[src/ttc_pkg.sv]
// ----------------------------------------------------------------------------
// Calendar converter package
// Constants, widths and small tables shared by the converter modules.
// ----------------------------------------------------------------------------
package ttc_pkg;

    localparam int TS_W         = 32;
    localparam int SECS_PER_DAY = 86400;
    localparam int SECS_PER_HR  = 3600;
    localparam int SECS_PER_MIN = 60;

    // The day split divides the timestamp by 128 first, then by the odd rest.
    localparam int DAY_SHIFT = 7;
    localparam int DAY_DIV   = SECS_PER_DAY >> DAY_SHIFT;
    localparam int DAY_XW    = TS_W - DAY_SHIFT;
    localparam int DAYS_W    = 16;
    localparam int DAY_RW    = 10;
    localparam int RSEC_W    = DAY_RW + DAY_SHIFT;

    localparam int DAYS_400Y = 365 * 400 + 97;
    localparam int DAYS_100Y = 365 * 100 + 24;
    localparam int DAYS_4Y   = 365 * 4 + 1;
    localparam int DAYS_1Y   = 365;
    localparam int DAYS_JAN_FEB = 31 + 28;

    // Days from 1970-01-01 to 2000-03-01.
    localparam int EPOCH_DAYS = (946684800 + SECS_PER_DAY * (31 + 29)) / SECS_PER_DAY;
    // Adding one 400-year cycle keeps the shifted day count non-negative.
    localparam int DAY_BIAS  = DAYS_400Y - EPOCH_DAYS;
    localparam int WDAY_BIAS = ((3 - EPOCH_DAYS) % 7 + 7) % 7;

    localparam int R400_W = 18;
    localparam int R100_W = 16;
    localparam int R4_W   = 11;
    localparam int RDAY_W = 9;
    localparam int QQ_W   = 5;
    localparam int HOUR_W = 5;
    localparam int HREM_W = 12;
    localparam int MIN_W  = 6;
    localparam int SEC_W  = 6;
    localparam int YEAR_W = 12;
    localparam int MIDX_W = 4;

    localparam int YEAR_BASE_HI = 2000;
    localparam int YEAR_BASE_LO = YEAR_BASE_HI - 400;
    // Month index counted from March; January is index ten.
    localparam int MIDX_JAN = 10;

    // First day of each month, counted from March 1.
    function automatic logic [RDAY_W-1:0] month_start(input logic [MIDX_W-1:0] m);
        logic [RDAY_W-1:0] s;
        case (m)
            4'd0:    s = 9'd0;
            4'd1:    s = 9'd31;
            4'd2:    s = 9'd61;
            4'd3:    s = 9'd92;
            4'd4:    s = 9'd122;
            4'd5:    s = 9'd153;
            4'd6:    s = 9'd184;
            4'd7:    s = 9'd214;
            4'd8:    s = 9'd245;
            4'd9:    s = 9'd275;
            4'd10:   s = 9'd306;
            4'd11:   s = 9'd337;
            default: s = 9'd0;
        endcase
        return s;
    endfunction

    // Remainder by seven through folding of octal digits, since 8 is 1 mod 7.
    function automatic logic [2:0] mod7(input logic [17:0] v);
        logic [5:0] s1;
        logic [3:0] s2;
        s1 = '0;
        for (int i = 0; i < 6; i++) begin
            s1 = s1 + 6'(v[3*i +: 3]);
        end
        s2 = 4'(s1[5:3]) + 4'(s1[2:0]);
        if (s2 >= 4'd7) begin
            s2 = s2 - 4'd7;
        end
        return s2[2:0];
    endfunction

endpackage

[src/ttc_cdiv.sv]
// ----------------------------------------------------------------------------
// Constant divider
// Two-stage unsigned divide by a constant: reciprocal multiply, then one
// compare-and-subtract correction. Quotient and remainder are both registered.
// ----------------------------------------------------------------------------
module ttc_cdiv #(
    parameter int XW      = ttc_pkg::DAY_XW,
    parameter int QW      = ttc_pkg::DAYS_W,
    parameter int RW      = ttc_pkg::DAY_RW,
    parameter int DIVISOR = ttc_pkg::DAY_DIV
) (
    input  logic          clk,
    input  logic [XW-1:0] x,
    output logic [QW-1:0] q,
    output logic [RW-1:0] r
);

    localparam int MW = XW - $clog2(DIVISOR) + 1;
    localparam int PW = XW + MW;
    localparam logic [MW-1:0] RECIP = MW'((64'd1 << XW) / DIVISOR);

    logic [PW-1:0] prod;
    logic [QW-1:0] q0_reg;
    logic [QW-1:0] q0_next;
    logic [XW-1:0] x_reg;
    logic [XW-1:0] r0;
    logic [QW-1:0] q_reg;
    logic [QW-1:0] q_next;
    logic [RW-1:0] r_reg;
    logic [RW-1:0] r_next;

    // The truncated reciprocal undershoots by less than one, so the estimate
    // is the quotient or one below it.
    assign prod    = PW'(x) * PW'(RECIP);
    assign q0_next = prod[XW +: QW];

    always_comb
    begin
        r0 = x_reg - XW'(q0_reg * DIVISOR);
        if (r0 >= XW'(DIVISOR))
        begin
            q_next = q0_reg + QW'(1);
            r_next = RW'(r0 - XW'(DIVISOR));
        end
        else
        begin
            q_next = q0_reg;
            r_next = RW'(r0);
        end
    end

    always_ff @(posedge clk)
    begin
        q0_reg <= q0_next;
        x_reg  <= x;
        q_reg  <= q_next;
        r_reg  <= r_next;
    end

    assign q = q_reg;
    assign r = r_reg;

endmodule

[src/timestamp_to_calendar.sv]
// ----------------------------------------------------------------------------
// Unix timestamp to Gregorian calendar converter
// Splits a 32-bit Unix time into date, time of day, weekday and day of year.
//
//   channel  | handshake          | payload
//   ---------+--------------------+-----------------------------------------
//   input    | start / busy       | timestamp
//   result   | done (one cycle)   | year, month, day_of_month, hour, minute,
//            |                    | second, day_of_week, day_of_year
//
// One beat is taken in every cycle; busy is always low.
// Each result passes through these stages after its input beat: two stages each for the
// day and four-year dividers, one each for the 400-year split, the century,
// the year, the month search and the output register.
// Reset clears only the valid pipeline; data registers are not reset.
// The result is shown for one cycle under done and cannot be held off.
// ----------------------------------------------------------------------------
module timestamp_to_calendar (
    input  logic        clk,
    input  logic        rst_n,
    input  logic        start,
    output logic        busy,
    input  logic [31:0] timestamp,
    output logic        done,
    output logic [11:0] year,
    output logic [3:0]  month,
    output logic [4:0]  day_of_month,
    output logic [4:0]  hour,
    output logic [5:0]  minute,
    output logic [5:0]  second,
    output logic [2:0]  day_of_week,
    output logic [8:0]  day_of_year
);

    localparam int LAT = 9;

    logic [LAT-1:0] vld_reg;
    logic [LAT-1:0] vld_next;

    // Stages one and two: day split.
    logic [ttc_pkg::DAY_SHIFT-1:0] lo1_reg;
    logic [ttc_pkg::DAY_SHIFT-1:0] lo2_reg;
    logic [ttc_pkg::DAYS_W-1:0]    day_q;
    logic [ttc_pkg::DAY_RW-1:0]    day_r;

    // Stage three: 400-year cycle and weekday.
    logic [ttc_pkg::R400_W-1:0] bias;
    logic                       qc_next;
    logic [ttc_pkg::R400_W-1:0] r400_next;
    logic [2:0]                 wday_next;
    logic                       qc3_reg;
    logic [ttc_pkg::R400_W-1:0] r400_reg;
    logic [2:0]                 wday3_reg;
    logic [ttc_pkg::RSEC_W-1:0] rsec_reg;

    // Stage four: century.
    logic [1:0]                 cc_next;
    logic [ttc_pkg::R400_W-1:0] r100_full;
    logic                       qc4_reg;
    logic [1:0]                 cc4_reg;
    logic [ttc_pkg::R100_W-1:0] r100_reg;
    logic [2:0]                 wday4_reg;
    logic [ttc_pkg::HOUR_W-1:0] hour_q;
    logic [ttc_pkg::HREM_W-1:0] hour_r;

    // Stages five and six: alignment with the four-year and minute dividers.
    logic                       qc5_reg;
    logic [1:0]                 cc5_reg;
    logic [2:0]                 wday5_reg;
    logic                       qc6_reg;
    logic [1:0]                 cc6_reg;
    logic [2:0]                 wday6_reg;
    logic [ttc_pkg::HOUR_W-1:0] hour6_reg;
    logic [ttc_pkg::QQ_W-1:0]   qq;
    logic [ttc_pkg::R4_W-1:0]   r4;
    logic [ttc_pkg::MIN_W-1:0]  min_q;
    logic [ttc_pkg::SEC_W-1:0]  sec_r;

    // Stage seven: year within the four-year cycle.
    logic [1:0]                 ry;
    logic [ttc_pkg::RDAY_W-1:0] rday_next;
    logic                       leap_next;
    logic [ttc_pkg::YEAR_W-1:0] year_next;
    logic [ttc_pkg::YEAR_W-1:0] year7_reg;
    logic [ttc_pkg::RDAY_W-1:0] rday7_reg;
    logic                       leap7_reg;
    logic [2:0]                 wday7_reg;
    logic [ttc_pkg::HOUR_W-1:0] hour7_reg;

    // Stage eight: month search and day of year.
    logic [ttc_pkg::MIDX_W-1:0] midx_next;
    logic [9:0]                 ysum;
    logic [9:0]                 ylim;
    logic [8:0]                 yday_next;
    logic [ttc_pkg::YEAR_W-1:0] year8_reg;
    logic [ttc_pkg::MIDX_W-1:0] midx8_reg;
    logic [ttc_pkg::RDAY_W-1:0] rday8_reg;
    logic [8:0]                 yday8_reg;
    logic [2:0]                 wday8_reg;
    logic [ttc_pkg::HOUR_W-1:0] hour8_reg;
    logic [ttc_pkg::MIN_W-1:0]  min8_reg;
    logic [ttc_pkg::SEC_W-1:0]  sec8_reg;

    // Output stage.
    logic                       jan_feb;
    logic [11:0] year_out_next;
    logic [3:0]  month_out_next;
    logic [4:0]  dom_out_next;
    logic [11:0] year_reg;
    logic [3:0]  month_reg;
    logic [4:0]  dom_reg;
    logic [4:0]  hour_reg;
    logic [5:0]  minute_reg;
    logic [5:0]  second_reg;
    logic [2:0]  wday_reg;
    logic [8:0]  yday_reg;

    assign busy     = 1'b0;
    assign vld_next = {vld_reg[LAT-2:0], start & ~busy};

    always_ff @(posedge clk or negedge rst_n)
    begin
        if (!rst_n)
        begin
            vld_reg <= '0;
        end
        else
        begin
            vld_reg <= vld_next;
        end
    end

    // ---- Stages one and two ----
    ttc_cdiv #(
        .XW      (ttc_pkg::DAY_XW),
        .QW      (ttc_pkg::DAYS_W),
        .RW      (ttc_pkg::DAY_RW),
        .DIVISOR (ttc_pkg::DAY_DIV)
    ) u_day_div (
        .clk (clk),
        .x   (timestamp[ttc_pkg::TS_W-1:ttc_pkg::DAY_SHIFT]),
        .q   (day_q),
        .r   (day_r)
    );

    always_ff @(posedge clk)
    begin
        lo1_reg <= timestamp[ttc_pkg::DAY_SHIFT-1:0];
        lo2_reg <= lo1_reg;
    end

    // ---- Stage three ----
    always_comb
    begin
        bias    = ttc_pkg::R400_W'(day_q) + ttc_pkg::R400_W'(ttc_pkg::DAY_BIAS);
        qc_next = (bias >= ttc_pkg::R400_W'(ttc_pkg::DAYS_400Y));
        if (qc_next)
        begin
            r400_next = bias - ttc_pkg::R400_W'(ttc_pkg::DAYS_400Y);
        end
        else
        begin
            r400_next = bias;
        end
        wday_next = ttc_pkg::mod7(18'(day_q) + 18'(ttc_pkg::WDAY_BIAS));
    end

    always_ff @(posedge clk)
    begin
        qc3_reg   <= qc_next;
        r400_reg  <= r400_next;
        wday3_reg <= wday_next;
        rsec_reg  <= {day_r, lo2_reg};
    end

    // ---- Stage four ----
    // A quotient of four centuries never arises from these compares, which
    // keeps the leap day in the last century.
    always_comb
    begin
        if (r400_reg >= ttc_pkg::R400_W'(3 * ttc_pkg::DAYS_100Y))
        begin
            cc_next = 2'd3;
        end
        else if (r400_reg >= ttc_pkg::R400_W'(2 * ttc_pkg::DAYS_100Y))
        begin
            cc_next = 2'd2;
        end
        else if (r400_reg >= ttc_pkg::R400_W'(ttc_pkg::DAYS_100Y))
        begin
            cc_next = 2'd1;
        end
        else
        begin
            cc_next = 2'd0;
        end
        r100_full = r400_reg - ttc_pkg::R400_W'(cc_next * ttc_pkg::DAYS_100Y);
    end

    always_ff @(posedge clk)
    begin
        qc4_reg   <= qc3_reg;
        cc4_reg   <= cc_next;
        r100_reg  <= r100_full[ttc_pkg::R100_W-1:0];
        wday4_reg <= wday3_reg;
    end

    ttc_cdiv #(
        .XW      (ttc_pkg::RSEC_W),
        .QW      (ttc_pkg::HOUR_W),
        .RW      (ttc_pkg::HREM_W),
        .DIVISOR (ttc_pkg::SECS_PER_HR)
    ) u_hour_div (
        .clk (clk),
        .x   (rsec_reg),
        .q   (hour_q),
        .r   (hour_r)
    );

    // ---- Stages five and six ----
    ttc_cdiv #(
        .XW      (ttc_pkg::R100_W),
        .QW      (ttc_pkg::QQ_W),
        .RW      (ttc_pkg::R4_W),
        .DIVISOR (ttc_pkg::DAYS_4Y)
    ) u_quad_div (
        .clk (clk),
        .x   (r100_reg),
        .q   (qq),
        .r   (r4)
    );

    ttc_cdiv #(
        .XW      (ttc_pkg::HREM_W),
        .QW      (ttc_pkg::MIN_W),
        .RW      (ttc_pkg::SEC_W),
        .DIVISOR (ttc_pkg::SECS_PER_MIN)
    ) u_min_div (
        .clk (clk),
        .x   (hour_r),
        .q   (min_q),
        .r   (sec_r)
    );

    always_ff @(posedge clk)
    begin
        qc5_reg   <= qc4_reg;
        cc5_reg   <= cc4_reg;
        wday5_reg <= wday4_reg;
        qc6_reg   <= qc5_reg;
        cc6_reg   <= cc5_reg;
        wday6_reg <= wday5_reg;
        hour6_reg <= hour_q;
    end

    // ---- Stage seven ----
    // As with centuries, the compares cap the year at three so that the
    // fourth year of a cycle keeps its leap day.
    always_comb
    begin
        if (r4 >= ttc_pkg::R4_W'(3 * ttc_pkg::DAYS_1Y))
        begin
            ry = 2'd3;
        end
        else if (r4 >= ttc_pkg::R4_W'(2 * ttc_pkg::DAYS_1Y))
        begin
            ry = 2'd2;
        end
        else if (r4 >= ttc_pkg::R4_W'(ttc_pkg::DAYS_1Y))
        begin
            ry = 2'd1;
        end
        else
        begin
            ry = 2'd0;
        end
        rday_next = ttc_pkg::RDAY_W'(r4 - ttc_pkg::R4_W'(ry * ttc_pkg::DAYS_1Y));
        leap_next = (ry == 2'd0) && ((qq != '0) || (cc6_reg == 2'd0));
        year_next = (qc6_reg ? ttc_pkg::YEAR_W'(ttc_pkg::YEAR_BASE_HI)
                             : ttc_pkg::YEAR_W'(ttc_pkg::YEAR_BASE_LO))
                  + ttc_pkg::YEAR_W'(cc6_reg * 100)
                  + ttc_pkg::YEAR_W'({qq, 2'b00})
                  + ttc_pkg::YEAR_W'(ry);
    end

    always_ff @(posedge clk)
    begin
        year7_reg <= year_next;
        rday7_reg <= rday_next;
        leap7_reg <= leap_next;
        wday7_reg <= wday6_reg;
        hour7_reg <= hour6_reg;
    end

    // ---- Stage eight ----
    always_comb
    begin
        midx_next = '0;
        for (int k = 1; k < 12; k++)
        begin
            if (ttc_pkg::month_start(ttc_pkg::MIDX_W'(k)) <= rday7_reg)
            begin
                midx_next = midx_next + ttc_pkg::MIDX_W'(1);
            end
        end
        ysum = 10'(rday7_reg) + 10'(ttc_pkg::DAYS_JAN_FEB) + 10'(leap7_reg);
        ylim = 10'(ttc_pkg::DAYS_1Y) + 10'(leap7_reg);
        if (ysum >= ylim)
        begin
            yday_next = 9'(ysum - ylim);
        end
        else
        begin
            yday_next = 9'(ysum);
        end
    end

    always_ff @(posedge clk)
    begin
        year8_reg <= year7_reg;
        midx8_reg <= midx_next;
        rday8_reg <= rday7_reg;
        yday8_reg <= yday_next;
        wday8_reg <= wday7_reg;
        hour8_reg <= hour7_reg;
        min8_reg  <= min_q;
        sec8_reg  <= sec_r;
    end

    // ---- Output stage ----
    // January and February belong to the next year of the March-based count.
    always_comb
    begin
        jan_feb       = (midx8_reg >= ttc_pkg::MIDX_W'(ttc_pkg::MIDX_JAN));
        year_out_next = year8_reg + 12'(jan_feb);
        if (jan_feb)
        begin
            month_out_next = midx8_reg - 4'(ttc_pkg::MIDX_JAN - 1);
        end
        else
        begin
            month_out_next = midx8_reg + 4'd3;
        end
        dom_out_next = 5'(rday8_reg - ttc_pkg::month_start(midx8_reg) + 9'd1);
    end

    always_ff @(posedge clk)
    begin
        year_reg   <= year_out_next;
        month_reg  <= month_out_next;
        dom_reg    <= dom_out_next;
        hour_reg   <= hour8_reg;
        minute_reg <= min8_reg;
        second_reg <= sec8_reg;
        wday_reg   <= wday8_reg;
        yday_reg   <= yday8_reg;
    end

    assign done         = vld_reg[LAT-1];
    assign year         = year_reg;
    assign month        = month_reg;
    assign day_of_month = dom_reg;
    assign hour         = hour_reg;
    assign minute       = minute_reg;
    assign second       = second_reg;
    assign day_of_week  = wday_reg;
    assign day_of_year  = yday_reg;

endmodule

[config.mk]
export PLATFORM = sky130hd
export DESIGN_NAME = timestamp_to_calendar
export DESIGN_NICKNAME = d
export VERILOG_FILES = /design/src/ttc_pkg.sv /design/src/ttc_cdiv.sv /design/src/timestamp_to_calendar.sv
export SDC_FILE = /design/constraint.sdc
export NUM_CORES = 1
export LEC_CHECK = 0
export ABC_CLOCK_PERIOD_IN_PS = 10400
export BUFFER_PORTS_ARGS = -buffer_cell sky130_fd_sc_hd__buf_2
export CAP_MARGIN = 20
export CORE_MARGIN = 8
export CORE_UTILIZATION = 35
export CTS_BUF_LIST = sky130_fd_sc_hd__clkbuf_4
export DETAILED_ROUTE_END_ITERATION = 6
export PLACE_DENSITY = 0.55
export SKIP_LAST_GASP = 1
export SYNTH_ARGS = -nofsm -noshare
export SYNTH_HDL_FRONTEND = slang
export SYNTH_SLANG_ARGS = --single-unit
export TNS_END_PERCENT = 50
[constraint.sdc]
create_clock -name clk -period 10.4 [get_ports clk]
set_clock_uncertainty 0.05 [all_clocks]
set_input_delay 3.12 -clock clk [delete_from_list [all_inputs] [get_ports clk]]
set_output_delay 3.12 -clock clk [all_outputs]
set_load 0.1 [all_outputs]
==> Yosys cells after proc, flatten, opt, wreduce, memory -nomap -nowiden <==
Memory sizes are Yosys's and may differ from the RTL's. A register that Yosys moved wholly into a read port is not among the register bits.
Index checks and enable logic that the tools add are counted.
{ "totals": {"regBits": 404, "out_inout_bits": 52, "romBits": 144, "mem_count": 1} }
{ "memory_table": {"columns": ["memory", "words", "word_bits", "read_ports", "rd_ports_with_merged_regs", "wr", "line", "text"], "rows": [
  ["(no name shown)", 16, 9, 1, 1, 0, "ttc_pkg.sv:52", "case (m)"]
]} }
{ "classes": {"magnitude_cmp": 25, "n_reduce_logical": 5, "n_mux": 30, "n_addsub": 46, "multipliers": 11} }
{ "op_table": {"columns": ["cell", "count"], "rows": [
  ["$mux 4", 11],
  ["$mul 25x15->40 const B", 1],
  ["$add 4x1->4 const B", 9],
  ["$ge 18x17->1 const B", 2],
  ["$le 8x9->1 const A", 4],
  ["$sub 16x16->16", 2],
  ["$le 9x9->1 const A", 3],
  ["$ge 25x10->1 const B", 1],
  ["$mul 16x10->25 const B", 1],
  ["$sub 25x25->25", 1],
  ["$mul 17x4->20 const B", 1],
  ["$mul 16x4->19 const B", 1],
  ["$add 16x18->18 const B", 1],
  ["$ge 18x16->1 const B", 1],
  ["$ge 18x18->1 const B", 1],
  ["$le 7x9->1 const A", 2],
  ["$mux 18", 1],
  ["$mux 9", 2],
  ["$sub 18x18->18 const B", 1],
  ["$sub 9x9->9", 2],
  ["$add 16x3->17 const B", 1],
  ["$ge 17x12->1 const B", 1],
  ["$sub 17x17->17", 1],
  ["$add 16x1->16 const B", 1],
  ["other kinds (54)", 65]
]} }

==> Longest topological paths before layout <==
{ "depth": {"ltp_word": 22, "ltp_mapped": 36, "mapped_depth_nobuf": 35} }

==> By module <==
A second synthesis with hierarchy kept.
{ "unflattened": {"cells_unflattened": 3164, "area_unflattened_um2": 31004.7} }
{ "modules_own_cells": {"columns": ["mod", "area_each_um2", "instances", "cells_per_inst", "seq_area_each_um2"], "rows": [
  ["ttc_cdiv (u_day_div)", 11797.6, 1, 1251, 1341.3],
  ["timestamp_to_calendar", 10253.6, 1, 985, 4769.6],
  ["ttc_cdiv (u_quad_div)", 4098.9, 1, 458, 740.7],
  ["ttc_cdiv (u_hour_div)", 2561.2, 1, 256, 780.7],
  ["ttc_cdiv (u_min_div)", 2293.4, 1, 214, 600.6]
]} }

==> Worst setup path after synthesis <==
Ideal clock, no wire load.
{ "synth_path": {"path_kind": "input port to flip-flop", "startpoint": "input port timestamp[20]", "endpoint": "register u_day_div.q0_reg[4]", "setup_time_ns": 0.072, "path_buffers": 0, "path_slack_ns": 2.471, "t_arrival_ns": 7.807, "stages": 17, "path_cell_list": "inv_1 > fa_1 > inv_1 > ha_1 > ha_1 > fa_1 > fa_1 > fa_1 > ha_1 > a21oi_1 > nor2_1 > a2111oi_0 > a31oi_1 > o31a_1 > or4_1 > a31oi_1 > xnor2_1"} }
{ "synth_via": {"elab_chain_cells": 1} }
{ "synth_lines": {"columns": ["element", "line", "text"], "rows": [
  ["start: declaration", "timestamp_to_calendar.sv:23", "input logic [31:0] timestamp,"],
  ["$mul 25x15->40", "ttc_cdiv.sv:34", "assign prod = PW'(x) * PW'(RECIP);"],
  ["via u_day_div.prod[29]", "ttc_cdiv.sv:22", "logic [PW-1:0] prod;"],
  ["end signal: assignment", "ttc_cdiv.sv:54", "q0_reg <= q0_next;"],
  ["end: declaration", "ttc_cdiv.sv:23", "logic [QW-1:0] q0_reg;"]
]} }
The timed path passes the listed nets, and every way through them passes these cells.

==> Worst setup path in the final report <==
{ "layout_path": {"startpoint": "input port timestamp[19]", "endpoint": "register u_day_div.q0_reg[15]"} }
Same word-level chain as after synthesis.

==> metrics.md <==
| Metric | Value |
|---|---|
| Commonest cells post-synth | `inv_1 (558), ha_1 (534), dfxtp_1 (400), fa_1 (213), xnor2_1 (184)` |
| Number of buffers created by CTS | `between 100 and 150` |
| Placeable Area | `0.0821 mm^2` |
| Worst Path Class, Setup | `in2reg` |
| GP Congestion | `0.800` |
| Initial DRC Count | `between 600 and 700` |
| Clock-pin transition on the worst setup and hold timing paths | `0.06 ns` |
| Syn Area/Cell | `around 10 um^2` |
| RSZ-0062 raised after global routing | `false` |
| Critical Path AT | `between 8 and 9 ns` |
| Met1 Use GR | `15.5%` |
| Die Y | `304 um` |
| Detailed placement HPWL | `44200 um` |
| Post-route setup TNS | `0 ns` |
| Chip width | `304 um` |
| Detailed-route via count | `roughly 19000` |
| Most common cell in the netlist | `inv_1` |
| Worst slew margin | `50.0%` |
| IO Count | `87` |
| Top_reg_cell synth | `dfxtp_1` |
| # Max-Cap Violations | `0` |
| Clock Latency Late Sink | `0.85 ns` |
| Simple logic cell fraction of the synthesized area | `7.72%` |
| Port Buffers | `85` |
| Mapped Cells | `2908` |
| M2 GR Usage | `20.3%` |
| Main combinational cell family by area after synthesis | `adder cells` |
| Yosys top cell by area | `dfxtp_1` |
| Outcome | `finished, final reports clean` |
| First-pass GRT wire length | `95300 um` |
| Vias in the first global route | `20000` |
| Yosys warns | `0` |
| Met3 GRT Util | `2.37%` |
| Minimum clock period | `7.78 ns` |
| Mux contribution to synthesized area | `0.474%` |
| Worst-margin pin slew | `0.748 ns` |
| WP data required | `approximately 11 ns` |
| Antenna Nets Post-Route | `0` |
| Number of H-tree levels | `3` |
| Largest register FFs | `25` |
| Post-synth EDFFs | `0` |
| Synth Register Bits | `409` |
| Initial Util | `about 35%` |
| Via/cell ratio | `roughly 4.5` |
| Fin nets | `3861` |
| # DRC | `0` |
| # resized after CTS | `0` |
| Max Slew Vio Count | `0` |
| Worst R2R Start | `rday7_reg[2]` |
| # rows | `approximately 110` |
| Synth Area in XOR/XNOR | `8.29%` |
| Largest net degree at the start of global routing | `19` |
| GR peak layer | `met2` |
| Crit-path max FO | `5` |
| Fmax | `between 100 and 150 MHz` |
| Fin crit share | `between 70% and 80%` |
| Hold path startpoint | `cc4_reg[1]` |
| Layout cells sized above 1 | `9.36%` |
| Hold EP | `cc5_reg[1]` |
| Register area share after synthesis | `28.3%` |
| Area Overhead vs Synth | `10.8%` |
| R2r setup slk | `3.16 ns` |
| Synthesized Nets | `between 3000 and 4000` |
| Post-synth top area share | `27.6%` |
| Critical path launch point type | `primary input` |
| Final Hold Fails | `0` |
| Post-CTS Setup Bufs | `0` |
| Dominant cells by area after synthesis | `dfxtp_1 (28%), ha_1 (23%), fa_1 (15%), inv_1 (7.2%), xnor2_1 (5.5%)` |
| Clock root cell | `clkbuf_4` |
| WL/cell | `12.8 um` |
| Hold Crit Class | `reg2reg` |
| TritonCTS clock tree | `yes` |
| Bufs on Longest Clock Path | `3` |
| # clock sinks | `409` |
| Mapped Area | `0.0290 mm^2` |
| Hold Path Stages | `0` |
| Compound-gate portion of the synthesized area | `9.80%` |
| Register-to-Register Path Depth | `34` |
| GRT overflow | `0` |
| Synth cell types | `between 80 and 90` |
| Setup violators final | `0` |
| Die area | `0.0925 mm^2` |
| Global Route Usage Sum | `12.1%` |
| CP endpoint kind | `flip-flop` |
| Hold buffer count at cts | `0` |
| Adder-cell share of the synthesized area | `37.7%` |
| Async SR Flop Fraction | `2.20%` |
| Initial antenna violation count | `1` |
| Final wirelength | `about 54000 um` |
| First drt pass iteration count | `5` |
cell usage in the layout, fill, tap and decap left out, drive strengths merged, types with 6 or more instances in the layout:
cell / n
inv: 562
ha: 534
dfxtp: 400
fa: 213
xnor2: 188
clkbuf: 149
nor2: 122
a21oi: 117
nand2: 107
buf: 86
o21ai: 84
xor2: 73
a21o: 62
clkinv: 39
nand3: 38
nor3: 29
and3: 28
o21a: 25
nand4: 23
nor2b: 21
o21bai: 19
nand2b: 18
a21boi: 18
a31oi: 15
and2: 14
or2: 12
o211ai: 11
a211oi: 9
dfrtp: 9
or3: 9
o31ai: 7
nand3b: 7
mux2i: 7
nor4: 7
a2111oi: 7
o22ai: 6
mux2: 6
cell type report:
type	count	area, um^2
fill	8157	49900
multi-input combinational	1912	18600
sequential	409	8230
inverter	560	2100
tap	1070	1340
clock buffer	149	1120
timing repair buffer	86	433
clock inverter	47	348
antenna	1	2.50
worst max-delay path: stages:
cell and delay [ns]:
buf_2 0.18, inv_1 0.17, fa_1 0.55, inv_1 0.04, ha_1 0.27, ha_1 0.29, inv_1 0.07, fa_1 0.43
fa_1 0.54, inv_1 0.05, fa_1 0.47, ha_1 0.32, a21o_1 0.18, a21o_1 0.16, a21oi_1 0.13, o21ai_0 0.08
a21oi_1 0.14, o21ai_0 0.15, a21oi_1 0.30, a311oi_1 0.21, nand4_1 0.14, nand4b_1 0.14, a21oi_1 0.22, xnor2_1 0.13
worst max-delay path by stage:
stage | end | start | slack, ns | cells past startpoint
2_1_floorplan | u_day_div.q0_reg[4] | timestamp[20] | 2.47 | 17
3_3_place_gp | u_day_div.q0_reg[15] | timestamp[19] | 1.77 | 24
3_5_place_dp | u_day_div.q0_reg[15] | timestamp[19] | 1.75 | 24
4_1_cts | u_day_div.q0_reg[15] | timestamp[19] | 2.76 | 24
5_1_grt | u_day_div.q0_reg[15] | timestamp[19] | 2.34 | 24
6_report | u_day_div.q0_reg[15] | timestamp[19] | 2.62 | 24
routing by layer:
| metal | part of all wire [%] | wire [um] | vias up |
|---|---|---|---|
| li1 | - | - | 9963 |
| met1 | 49 | 26300 | 8696 |
| met2 | 46 | 24600 | 234 |
| met3 | 3.5 | 1920 | 91 |
| met4 | 2.2 | 1170 | 0 |
| met5 | 0 | 0 | - |
metrics by stage:
| step | cell area, um^2 | setup WS (ns) | util, % | std cells | hold WS, ns |
|---|---|---|---|---|---|
| finish | 32200 | 2.62 | 39.2 | 4234 | 0.249 |
| CTS | 32200 | 2.76 | 39.2 | 4233 | 0.214 |
| floorplan | 29000 | 2.47 | - | 2908 | 0.260 |
| detailed placement | 30700 | 1.75 | 37.4 | 4037 | 0.262 |
| global route | 32200 | 2.34 | 39.2 | 4234 | 0.236 |
| global placement | 30700 | 1.77 | 37.4 | 4037 | 0.260 |
cell families (layout without fill, tap and decap cells):
group	count (synthesis)	after routing
xor+xnor	264	264
mux	13	13
fa+ha+maj	747	747
flops	409	409
compound gates	434	434
simple gates	453	453
other cells	1	2
buf+inv	587	842
Power is left out: the tool's default activity adds up to more than one toggle a clock period on the data nets, which glitch-free logic cannot reach.
